`src/lrupr_pkg.sv`:
```
// Shared constants, types and state codes of the LRU page replacement block.
`timescale 1ns / 1ps

package lrupr_pkg;

   localparam int FRAME_COUNT = 16;
   localparam int PAGE_BITS   = 16;
   localparam int FRAME_W     = $clog2(FRAME_COUNT);
   localparam int RANK_W      = FRAME_W;
   localparam int CNT_W       = $clog2(FRAME_COUNT + 1);
   localparam int CFG_W       = 5;
   localparam int FAULT_W     = 16;

   localparam logic [CFG_W-1:0] CFG_RESET = CFG_W'(16);

   typedef enum logic [1:0] {
      ST_IDLE,
      ST_SCAN,
      ST_LAST,
      ST_UPDATE
   } state_type;

   typedef struct packed {
      logic                 found;
      logic [FRAME_W-1:0]   match_idx;
      logic [RANK_W-1:0]    match_rank;
      logic                 empty_found;
      logic [FRAME_W-1:0]   empty_idx;
      logic [CNT_W-1:0]     valid_count;
      logic [FRAME_W-1:0]   vict_idx;
      logic [RANK_W-1:0]    vict_rank;
      logic [PAGE_BITS-1:0] vict_tag;
   } scan_type;

   typedef struct packed {
      logic               en;
      logic               fill;
      logic [FRAME_W-1:0] frame;
      logic [RANK_W-1:0]  old_rank;
   } touch_type;

endpackage

```
`src/lrupr_tag_ram.sv`:
```
// Generic single-write, single-read synchronous RAM with registered read data.
`timescale 1ns / 1ps

module lrupr_tag_ram #(
   parameter  int DEPTH = 16,
   parameter  int WIDTH = 16,
   localparam int AW    = $clog2(DEPTH)
) (
   input  logic             clock,
   input  logic             wr_en,
   input  logic [AW-1:0]    wr_addr,
   input  logic [WIDTH-1:0] wr_data,
   input  logic             rd_en,
   input  logic [AW-1:0]    rd_addr,
   output logic [WIDTH-1:0] rd_data
);

   logic [WIDTH-1:0] mem_ff [DEPTH];
   logic [WIDTH-1:0] rd_data_ff;

   always_ff @(posedge clock) begin
      if (wr_en) begin
         mem_ff[wr_addr] <= wr_data;
      end
      if (rd_en) begin
         rd_data_ff <= mem_ff[rd_addr];
      end
   end

   assign rd_data = rd_data_ff;

endmodule

```
`src/lrupr_rank_table.sv`:
```
// Frame valid bits and recency ranks with the registered recency update.
`timescale 1ns / 1ps

module lrupr_rank_table (
   input  logic                          clock,
   input  logic                          reset,
   input  logic [lrupr_pkg::CNT_W-1:0]   n_active,
   input  logic [lrupr_pkg::FRAME_W-1:0] rd_idx,
   input  lrupr_pkg::touch_type          touch,
   output logic                          rd_valid,
   output logic [lrupr_pkg::RANK_W-1:0]  rd_rank
);
   import lrupr_pkg::*;

   logic              valid_ff [FRAME_COUNT];
   logic              valid_in [FRAME_COUNT];
   logic [RANK_W-1:0] rank_ff  [FRAME_COUNT];
   logic [RANK_W-1:0] rank_in  [FRAME_COUNT];

   always_comb begin
      for (int i = 0; i < FRAME_COUNT; i++) begin
         valid_in[i] = valid_ff[i];
         rank_in[i]  = rank_ff[i];
         if (touch.en) begin
            if (FRAME_W'(i) == touch.frame) begin
               rank_in[i] = '0;
               if (touch.fill) begin
                  valid_in[i] = 1'b1;
               end
            end else if ((CNT_W'(i) < n_active) && valid_ff[i] &&
                         (rank_ff[i] < touch.old_rank)) begin
               rank_in[i] = rank_ff[i] + 1'b1;
            end
         end
      end
   end

   always_ff @(posedge clock) begin
      if (reset) begin
         for (int i = 0; i < FRAME_COUNT; i++) begin
            valid_ff[i] <= 1'b0;
            rank_ff[i]  <= '0;
         end
      end else begin
         for (int i = 0; i < FRAME_COUNT; i++) begin
            valid_ff[i] <= valid_in[i];
            rank_ff[i]  <= rank_in[i];
         end
      end
   end

   assign rd_valid = valid_ff[rd_idx];
   assign rd_rank  = rank_ff[rd_idx];

endmodule

```
`src/lrupr_scan.sv`:
```
// Scan accumulator: match, first empty frame, valid count and oldest frame.
`timescale 1ns / 1ps

module lrupr_scan (
   input  logic                            clock,
   input  logic                            clear,
   input  logic                            data_en,
   input  logic [lrupr_pkg::FRAME_W-1:0]   data_idx,
   input  logic [lrupr_pkg::PAGE_BITS-1:0] tag,
   input  logic                            frame_valid,
   input  logic [lrupr_pkg::RANK_W-1:0]    rank,
   input  logic [lrupr_pkg::PAGE_BITS-1:0] page,
   output lrupr_pkg::scan_type             result
);
   import lrupr_pkg::*;

   scan_type result_ff;
   scan_type result_in;

   always_comb begin
      result_in = result_ff;
      if (clear) begin
         result_in = '0;
      end else if (data_en) begin
         if (frame_valid) begin
            result_in.valid_count = result_ff.valid_count + 1'b1;
            if (!result_ff.found && (tag == page)) begin
               result_in.found      = 1'b1;
               result_in.match_idx  = data_idx;
               result_in.match_rank = rank;
            end
         end else if (!result_ff.empty_found) begin
            result_in.empty_found = 1'b1;
            result_in.empty_idx   = data_idx;
         end
         if ((data_idx == '0) || (rank > result_ff.vict_rank)) begin
            result_in.vict_idx  = data_idx;
            result_in.vict_rank = rank;
            result_in.vict_tag  = tag;
         end
      end
   end

   always_ff @(posedge clock) begin
      result_ff <= result_in;
   end

   assign result = result_ff;

endmodule

```
`src/lru_page_replacement.sv`:
```
// Top level of the LRU page replacement block: sequencer, config and result register.
//
// Usage:
//   req_*  : one page reference per transaction (req_page), valid/ready.
//   rsp_*  : one result per reference: hit, frame used, evicted page, fault count.
//   csr_*  : write of frames_in_use (csr_data); taken only while no reference
//            is in progress.
// Sequence: a taken request scans the active frames, reading the tag memory one
//   frame per cycle, then passes ST_LAST and ST_UPDATE, which loads the result
//   register; n is the active frame count (frames_in_use clamped to 1..16). A new
//   reference is taken only once the last one has left ST_UPDATE.
// Reset: all frames empty, recency ranks and fault count zero, frames_in_use 16.
//   The tag memory is not cleared; a tag is used only while its frame is valid.
// Stall: the result register holds while rsp_ready is low; the next request is
//   still taken and scanned, and its update waits until the register is free.
`timescale 1ns / 1ps

module lru_page_replacement (
   input  logic                            clock,
   input  logic                            reset,
   input  logic                            req_valid,
   output logic                            req_ready,
   input  logic [lrupr_pkg::PAGE_BITS-1:0] req_page,
   output logic                            rsp_valid,
   input  logic                            rsp_ready,
   output logic                            rsp_hit,
   output logic [lrupr_pkg::FRAME_W-1:0]   rsp_frame_index,
   output logic                            rsp_evicted_valid,
   output logic [lrupr_pkg::PAGE_BITS-1:0] rsp_evicted_page,
   output logic [lrupr_pkg::FAULT_W-1:0]   rsp_fault_count,
   input  logic                            csr_valid,
   output logic                            csr_ready,
   input  logic [lrupr_pkg::CFG_W-1:0]     csr_data
);
   import lrupr_pkg::*;

   state_type            state_ff, state_in;
   logic [FRAME_W-1:0]   idx_ff, idx_in;
   logic [PAGE_BITS-1:0] page_ff, page_in;
   logic                 rd_en_ff, rd_en_in;
   logic [FRAME_W-1:0]   rd_idx_ff, rd_idx_in;
   logic [CFG_W-1:0]     cfg_ff;
   logic [FAULT_W-1:0]   fault_ff, fault_in;

   logic                 rsp_valid_ff;
   logic                 rsp_hit_ff;
   logic [FRAME_W-1:0]   rsp_frame_ff;
   logic                 rsp_ev_valid_ff;
   logic [PAGE_BITS-1:0] rsp_ev_page_ff;
   logic [FAULT_W-1:0]   rsp_fault_ff;

   logic [CNT_W-1:0]     n_active;
   logic [FRAME_W-1:0]   last_idx;
   logic                 scan_clear;
   logic                 ram_rd_en;
   logic [PAGE_BITS-1:0] ram_rd_data;
   logic                 upd_fire;
   logic                 miss, fill, evict;
   logic [FRAME_W-1:0]   out_frame;
   logic [RANK_W-1:0]    old_rank;
   logic                 rt_valid;
   logic [RANK_W-1:0]    rt_rank;
   scan_type             scan;
   touch_type            touch;

   // Clamp the configured frame count into 1..FRAME_COUNT.
   always_comb begin
      if (cfg_ff == '0) begin
         n_active = CNT_W'(1);
      end else if (int'(cfg_ff) > FRAME_COUNT) begin
         n_active = CNT_W'(FRAME_COUNT);
      end else begin
         n_active = CNT_W'(cfg_ff);
      end
      last_idx = FRAME_W'(n_active - 1'b1);
   end

   always_comb begin
      miss  = !scan.found;
      fill  = miss && scan.empty_found;
      evict = miss && !scan.empty_found;
      if (scan.found) begin
         out_frame = scan.match_idx;
         old_rank  = scan.match_rank;
      end else if (scan.empty_found) begin
         out_frame = scan.empty_idx;
         old_rank  = RANK_W'(scan.valid_count);
      end else begin
         out_frame = scan.vict_idx;
         old_rank  = scan.vict_rank;
      end
      if (miss && (fault_ff != '1)) begin
         fault_in = fault_ff + 1'b1;
      end else begin
         fault_in = fault_ff;
      end
      upd_fire       = (state_ff == ST_UPDATE) && (!rsp_valid_ff || rsp_ready);
      touch.en       = upd_fire;
      touch.fill     = fill;
      touch.frame    = out_frame;
      touch.old_rank = old_rank;
   end

   always_comb begin
      state_in   = state_ff;
      idx_in     = idx_ff;
      page_in    = page_ff;
      rd_en_in   = 1'b0;
      rd_idx_in  = idx_ff;
      ram_rd_en  = 1'b0;
      scan_clear = 1'b0;
      req_ready  = 1'b0;
      case (state_ff)
         ST_IDLE: begin
            req_ready = 1'b1;
            if (req_valid) begin
               page_in    = req_page;
               idx_in     = '0;
               scan_clear = 1'b1;
               state_in   = ST_SCAN;
            end
         end
         ST_SCAN: begin
            ram_rd_en = 1'b1;
            rd_en_in  = 1'b1;
            if (idx_ff == last_idx) begin
               state_in = ST_LAST;
            end else begin
               idx_in = idx_ff + 1'b1;
            end
         end
         ST_LAST: begin
            state_in = ST_UPDATE;
         end
         ST_UPDATE: begin
            if (upd_fire) begin
               state_in = ST_IDLE;
            end
         end
         default: begin
            state_in = ST_IDLE;
         end
      endcase
   end

   always_ff @(posedge clock) begin
      if (reset) begin
         state_ff <= ST_IDLE;
         rd_en_ff <= 1'b0;
      end else begin
         state_ff <= state_in;
         rd_en_ff <= rd_en_in;
      end
   end

   always_ff @(posedge clock) begin
      idx_ff    <= idx_in;
      page_ff   <= page_in;
      rd_idx_ff <= rd_idx_in;
   end

   always_ff @(posedge clock) begin
      if (reset) begin
         cfg_ff   <= CFG_RESET;
         fault_ff <= '0;
      end else begin
         if (csr_valid && csr_ready) begin
            cfg_ff <= csr_data;
         end
         if (upd_fire) begin
            fault_ff <= fault_in;
         end
      end
   end

   always_ff @(posedge clock) begin
      if (reset) begin
         rsp_valid_ff <= 1'b0;
      end else if (upd_fire) begin
         rsp_valid_ff <= 1'b1;
      end else if (rsp_ready) begin
         rsp_valid_ff <= 1'b0;
      end
   end

   always_ff @(posedge clock) begin
      if (upd_fire) begin
         rsp_hit_ff      <= scan.found;
         rsp_frame_ff    <= out_frame;
         rsp_ev_valid_ff <= evict;
         rsp_ev_page_ff  <= evict ? scan.vict_tag : '0;
         rsp_fault_ff    <= fault_in;
      end
   end

   lrupr_tag_ram #(
      .DEPTH (FRAME_COUNT),
      .WIDTH (PAGE_BITS)
   ) u_tag_ram (
      .clock   (clock),
      .wr_en   (upd_fire && miss),
      .wr_addr (out_frame),
      .wr_data (page_ff),
      .rd_en   (ram_rd_en),
      .rd_addr (idx_ff),
      .rd_data (ram_rd_data)
   );

   lrupr_rank_table u_rank_table (
      .clock    (clock),
      .reset    (reset),
      .n_active (n_active),
      .rd_idx   (rd_idx_ff),
      .touch    (touch),
      .rd_valid (rt_valid),
      .rd_rank  (rt_rank)
   );

   lrupr_scan u_scan (
      .clock       (clock),
      .clear       (scan_clear),
      .data_en     (rd_en_ff),
      .data_idx    (rd_idx_ff),
      .tag         (ram_rd_data),
      .frame_valid (rt_valid),
      .rank        (rt_rank),
      .page        (page_ff),
      .result      (scan)
   );

   assign csr_ready         = (state_ff == ST_IDLE);
   assign rsp_valid         = rsp_valid_ff;
   assign rsp_hit           = rsp_hit_ff;
   assign rsp_frame_index   = rsp_frame_ff;
   assign rsp_evicted_valid = rsp_ev_valid_ff;
   assign rsp_evicted_page  = rsp_ev_page_ff;
   assign rsp_fault_count   = rsp_fault_ff;

   a_fire_gives_rsp: assert property (@(posedge clock) disable iff (reset)
      upd_fire |=> rsp_valid)
      else $error("update did not load the result register");

   a_fault_monotonic: assert property (@(posedge clock) disable iff (reset)
      !$past(reset) |-> (fault_ff >= $past(fault_ff)))
      else $error("fault count decreased");

   a_hit_no_evict: assert property (@(posedge clock) disable iff (reset)
      (rsp_valid && rsp_hit) |-> !rsp_evicted_valid)
      else $error("hit transaction reports an eviction");

   a_scan_bound: assert property (@(posedge clock) disable iff (reset)
      (state_ff == ST_SCAN) |-> (idx_ff <= last_idx))
      else $error("scan index beyond active frames");

   a_last_pending: assert property (@(posedge clock) disable iff (reset)
      (state_ff == ST_LAST) |-> rd_en_ff)
      else $error("last scan read not pending");

endmodule

```
`config.mk`:
```
export PLATFORM = sky130hd
export DESIGN_NAME = lru_page_replacement
export DESIGN_NICKNAME = d
export VERILOG_FILES = /design/src/lrupr_pkg.sv /design/src/lrupr_tag_ram.sv /design/src/lrupr_rank_table.sv /design/src/lrupr_scan.sv /design/src/lru_page_replacement.sv
export SDC_FILE = /design/constraint.sdc
export NUM_CORES = 1
export LEC_CHECK = 0
export BUFFER_PORTS_ARGS = -buffer_cell sky130_fd_sc_hd__buf_2
export CORE_MARGIN = 4
export CORE_UTILIZATION = 29
export DETAILED_ROUTE_END_ITERATION = 10
export PLACE_DENSITY = 0.51
export SYNTH_ARGS = -nofsm -noshare
export SYNTH_HDL_FRONTEND = slang
export SYNTH_SLANG_ARGS = --single-unit
```
`constraint.sdc`:
```
create_clock -name clock -period 8.9 [get_ports clock]
set_clock_uncertainty 0.15 [all_clocks]
set_input_delay 1.78 -clock clock [delete_from_list [all_inputs] [get_ports clock]]
set_output_delay 1.78 -clock clock [all_outputs]
set_load 0.02 [all_outputs]
```
**After elaboration in Yosys (flattened, before gate mapping)**

Memory sizes are Yosys's and may differ from the RTL's. A register that Yosys moved wholly into a read port is not among the register bits.
Index checks and enable logic that the tools add are counted.

- Register bits: 130
- RAM bits: 336
- Output and inout bits: 41
- Word-level logic and storage cells: 349
- Memories: 3

- Add/subtract/negate cells: 20
- Magnitude comparators: 34
- Equal/unequal tests: 25
- Muxes and demuxes: 153
- Bitwise operators: 34
- Reduce and logical (&&, ||, !) cells: 58

Memory list:

| memory | words | width | rd ports | clocked after Yosys merged registers in | write ports | RTL line | RTL |
|---|---|---|---|---|---|---|---|
| u_tag_ram.mem_ff | 16 | 16 | 1 | 1 | 1 | lrupr_tag_ram.sv:18 | `logic [WIDTH-1:0] mem_ff [DEPTH];` |
| u_rank_table.rank_ff | 16 | 4 | 17 | 1 | 16 | lrupr_rank_table.sv:17 | `logic [RANK_W-1:0] rank_ff [FRAME_COUNT];` |
| u_rank_table.valid_ff | 16 | 1 | 17 | 1 | 16 | lrupr_rank_table.sv:15 | `logic valid_ff [FRAME_COUNT];` |

Operators by type and width:

| cell | number |
|---|---|
| 4-bit two-way mux | 70 |
| 1-bit two-way mux | 75 |
| 4-bit by 1-bit adder with 4-bit output, second input constant | 17 |
| 4-bit < comparator | 16 |
| 4-bit by 5-bit < comparator with 1-bit output, first input constant | 8 |
| 1-bit logical AND | 39 |
| 4-bit == test, first input constant | 8 |
| 1-bit bitwise OR | 32 |
| 3-bit by 5-bit < comparator with 1-bit output, first input constant | 4 |
| 16-bit by 1-bit adder with 16-bit output, second input constant | 1 |
| 16-bit == test | 1 |
| 3-bit by 4-bit == test with 1-bit output, first input constant | 4 |
| 16-bit two-way mux | 1 |
| 16-bit inequality test, second input constant | 1 |
| 3-bit AND reduction | 4 |
| 1-bit by 5-bit < comparator with 1-bit output, first input constant | 2 |
| 2-bit by 5-bit < comparator with 1-bit output, first input constant | 2 |
| 5-bit two-way mux | 2 |
| 2-bit by 4-bit == test with 1-bit output, first input constant | 2 |
| 4-bit logical NOT | 2 |
| 2-bit inequality test, second input constant | 4 |
| 2-bit one-hot mux with 4 select lines | 1 |
| 4-bit one-hot mux with 2 select lines | 1 |
| 2-bit AND reduction | 4 |
| 15 further kinds | 23 |

**Longest topological paths before layout**

- Depth after elaboration: 10
- Depth in mapped cells: 14

**Cells and area by module**

A second synthesis with hierarchy kept.

- Cell total of the unflattened synthesis: 1660
- Area, all modules: 22133.7 µm²

By module, submodules not included:

| module | times used | cells each | area an instance (µm²) | sequential area each (µm²) |
|---|---|---|---|---|
| lrupr_tag_ram | 1 | 432 | 10202.3 | 8167.8 |
| lrupr_rank_table | 1 | 683 | 6009.5 | 1601.5 |
| lru_page_replacement | 1 | 325 | 3883.7 | 2322.2 |
| lrupr_scan | 1 | 220 | 2038.2 | 860.8 |

**Worst setup path before layout**

Ideal clock, no wire load.

- Path kind: in2reg
- Start: input rsp_ready
- End: memory u_rank_table.rank_ff[1][1] (netlist bit)
- Library setup time: 0.128 ns
- Data arrival time: 4.424 ns
- Data required time: 8.622 ns
- Setup slack: 4.198 ns
- Stages: 9
- Path buffers: 3
- Cells stage by stage: nand2b_1 -> clkbuf_1 -> nand2_1 -> inv_1 -> clkbuf_1 -> clkbuf_1 -> o21ai_0 -> a22oi_1 -> nor2_1

RTL lines:

| what | RTL line | RTL |
|---|---|---|
| start: declaration | lru_page_replacement.sv:25 | `input logic rsp_ready,` |
| end: declaration | lrupr_rank_table.sv:17 |  |

**Final worst setup path**

- Start: input rsp_ready
- End: register fault_ff[10]

- Cells in the longest elaborated chain, start to end: 2

Ends and longest elaborated chain:

| what | RTL line | RTL |
|---|---|---|
| 1-bit logical OR | lru_page_replacement.sv:97 | `upd_fire = (state_ff == ST_UPDATE) && (!rsp_valid_ff \|\| rsp_ready);` |
| 1-bit logical AND | lru_page_replacement.sv:97 |  |
| end signal: assignment | lru_page_replacement.sv:171 | `fault_ff <= fault_in;` |
| end: declaration | lru_page_replacement.sv:43 | `logic [FAULT_W-1:0] fault_ff, fault_in;` |

No other way between the ends.
A chain may end at the register's enable or synchronous reset.

==> results by group <==
Timing
  • Final Hold Viols: 0
  • Tcrit/Tclk final: 49.2%
  • Min setup slack post-route: 4520 ps
  • RSZ-0062 raised after global routing: no
  • Slew Limit Fails: 0
  • Period minus WS final: between 4000 and 5000 ps
  • Total negative slack: 0 ps
  • Relative slew slack: approximately 22%
  • # setup viols final: 0
  • Measured slew at the worst slew-check pin: 1160 ps
  • Max Fclk: 228 MHz

Logic synthesis
  • Synth Area per Inst: 14.0 um^2
  • Xor/xnor share of the synthesized area: 3.25%
  • Post-synthesis mux area share: between 10 and 15%
  • Largest family of logic cells by synthesized area: multiplexers
  • YS warnings: 0
  • Sequential share of the synthesized area: 60.7%
  • Post-Synthesis Cell Area: 21,300 um^2
  • Syn Nets: 1,622
  • EDFF count, synth: 330
  • Synth cell types: 71
  • Mapped Cells: 1,520
  • Post-synthesis simple-gate area fraction: 10.7%
  • Post-synth ARST share: 0%
  • Synth Area in Compound Gates: 5.86%
  • #FFs+latches synth: 481
  • Primary FF master, synth: edfxtp_1
  • Adder-cell share of the synthesized area: under 10%

Routing
  • DR vias: roughly 13,000
  • Starting DRT DRC Count: 1,171
  • Via density per instance: ~5.1
  • ANT nets after route: 0
  • Final wirelength: 57,200 um
  • Post-route DRC: 0
  • Post-DR wirelength/cell: 22.1 um
  • Drt first pass iters: 5

Floorplan
  • FP Rows: 99
  • Ports: 67
  • Die X: about 280 um
  • Initial Util: 29.2%
  • Chip Height: 279 um
  • Die area: ~78,000 um^2
  • Core Region: 72,800 um^2

CTS
  • Postcts setup bufs: 0
  • Clk buf depth: 3
  • Post_cts resized: 0
  • Htree depth: 2
  • CTS tree: built
  • Total CTS buffers: 53
  • Worst-Skew Late Latency: 610 ps
  • Sink Count: just under 500
  • CTS root buffer: clkbuf_16
  • Hold buffers post-CTS: 0
  • Clk slew on worst S/H paths: 60 ps

Placed design
  • DPL Wire Length: 38,400 um
  • Gpl congestion: 0.819
  • Dpl ws: 3910 ps
  • Count of buffers from port buffering: 66

Run
  • Max_cap viols: 0

Worst setup path
  • Worst stage delay on the critical path: 1170 ps
  • Critical path launch point type: input port
  • Setup CP Type: in2reg
  • R2r worst-path depth: 5
  • Worst setup EP type: flip-flop
  • Crit-path cells: buf_2 > nand2b_1 > nand3_1 > a31oi_1 > nand4_1 > xor2_1 > nor2_1
  • Register-to-Register Setup Slack: 4710 ps
  • Crit path max fanout: 12
  • Worst endpoint required time: roughly 9200 ps
  • Reg2reg end: u_tag_ram.mem_ff[1][8]
  • R2r startpoint: u_scan.result[33]
  • Slowest CP cell: a31oi_1
  • Arrival @ worst endpoint: 4680 ps

Layout
  • Share of cells above drive strength 1: 18.6%
  • Net count, final: 1,694
  • Syn-to-layout area delta: 15.1%

Outcome
  • Status: complete, no violations

Global route
  • Largest net degree at the start of global routing: 73
  • First-pass GRT wire length: 85,800 um
  • Vias in the first global route: about 13,000
  • Tot GR Track Use: 14.5%
  • Initial antenna violation count: 4
  • Met2 Resource Use GR: between 20% and 30%
  • GRT Max-Usage Layer: met2
  • Congestion Overflow GR: 0
  • Met1 Resource Use GR: a little over a fifth
  • GR Layer Usage met3: between 2 and 3%

Power and ir drop
  • Pwr Total: 6.36 mW
  • Static leakage: 8.15 nW
  • Pwr dens: 260 nW/um^2
  • VDD IR max: 0.142 mV

Worst hold path
  • Hold WC Path Type: reg2reg
  • Worst hold start: u_scan.result[30]
  • Hold EP: u_scan.result[30]
  • Hold depth: 2
[cell usage in the layout, fill, tap and decap left out, drive strengths merged, types with 8 or more instances in the layout]
cell and n:
ha 76, o211ai 11, dfxtp 151, clkbuf 66
a21oi 54, o211a 8, nor4 20, mux2i 43
nand3 43, nor2 136, and2 31, a22oi 11
a211oi 10, and3 11, buf 97, o21ai 30
edfxtp 330, xor2 35, nand4 35, nand2 82
inv 25, nand2b 8, xnor2 44, nor2b 19
nor3 28, o21a 10, clkinv 21, mux4 101
[cell families after synthesis]
kind of cell    after synthesis
compound gates              182
xor+xnor                     79
fa+ha+maj                    76
buf+inv                     104
flops                       481
mux                         147
simple gates                451
[worst max-delay path by stage]
stage | from | to | depth (start not counted) | slack, ps
after floorplan | rsp_ready | u_rank_table.rank_ff[1][1] | 9 | 4200
after global placement | rsp_ready | fault_ff[10] | 7 | 3870
after detailed placement | rsp_ready | fault_ff[10] | 7 | 3910
after CTS | rsp_ready | fault_ff[10] | 7 | 4530
after global routing | rsp_ready | fault_ff[11] | 7 | 4340
final | rsp_ready | fault_ff[10] | 7 | 4520
[power breakdown]
| group | internal, mW | switching, mW |
|---|---|---|
| Clock | 1.32 | 0.910 |
| Combinational | 0.567 | 0.805 |
| Sequential | 2.60 | 0.160 |
[routing by layer]
layer  up-vias  part of all wire [%]
met5         -                 0.023
met4         2                   2.5
met3       100                   6.3
li1       6008                     -
met2       403                    45
met1      6643                    47
[state kept, by name, summed over array words and instances, names as in the netlist, 16 cells and up]
register and cells:
u_tag_ram.mem_ff 256, u_rank_table.rank_ff 64, u_scan.result 42, fault_ff 16, page_ff 16, rsp_evicted_page 16, rsp_fault_count 16, u_rank_table.valid_ff 16
u_tag_ram.rd_data 16
[synthesized netlist by cell type (all sizes together), types with 4 or more instances]
| master | n | area [um^2] |
|---|---|---|
| o21a | 10 | 75.1 |
| a211oi | 10 | 75.1 |
| nand4 | 35 | 234 |
| ha | 76 | 951 |
| a2111oi | 4 | 41.3 |
| dfxtp | 151 | 3020 |
| nor2b | 19 | 119 |
| nor4 | 20 | 138 |
| nor3 | 28 | 140 |
| and3 | 11 | 68.8 |
| a41o | 5 | 50.1 |
| or2 | 5 | 31.3 |
| or3 | 6 | 37.5 |
| nand2 | 82 | 308 |
| o21ai | 30 | 150 |
| a21oi | 54 | 270 |
| o211ai | 11 | 82.6 |
| a211o | 4 | 35.0 |
| xor2 | 35 | 307 |
| xnor2 | 44 | 385 |
| nor2 | 136 | 510 |
| edfxtp | 330 | 9910 |
| a31o | 5 | 43.8 |
| o211a | 8 | 80.1 |
| clkbuf | 51 | 191 |
| nand3b | 7 | 52.6 |
| buf | 29 | 168 |
| a22oi | 11 | 82.6 |
| nor3b | 4 | 30.0 |
| mux4 | 101 | 2280 |
| nand2b | 8 | 50.1 |
| inv | 24 | 90.1 |
| and2 | 31 | 196 |
| mux2i | 43 | 430 |
| nor4b | 7 | 61.3 |
| o41ai | 6 | 52.6 |
| nand3 | 43 | 220 |
[area by class of cell]
cell class	count	area (um^2)
multi-input cells	935	7950
flip-flops and latches	481	12900
clock inverters	31	374
inverters	24	90.1
clock buffers	66	1410
well taps	959	1200
repair buffers	97	566
diodes	1	2.50
fillers	7083	48300
[metrics by stage]
| step | cell area (um^2) | hold WS, ps | util, % | instances |
|---|---|---|---|---|
| final | 24500 | 312 | 33.7 | 2594 |
| after global routing | 24500 | 334 | 33.7 | 2593 |
| after CTS | 24500 | 314 | 33.7 | 2593 |
| after detailed placement | 22700 | 305 | 31.2 | 2496 |
| after global placement | 22700 | 298 | 31.2 | 2496 |
| after floorplan | 21300 | 196 | - | 1520 |
[worst max-delay path: cells and delay by family]
kind / cells / cell delay (ps)
buf+inv: 1 / 90
compound gates: 1 / 1170
simple gates: 4 / 1460
xor+xnor: 1 / 170
Note: power is estimated with default switching activity, not from simulation.
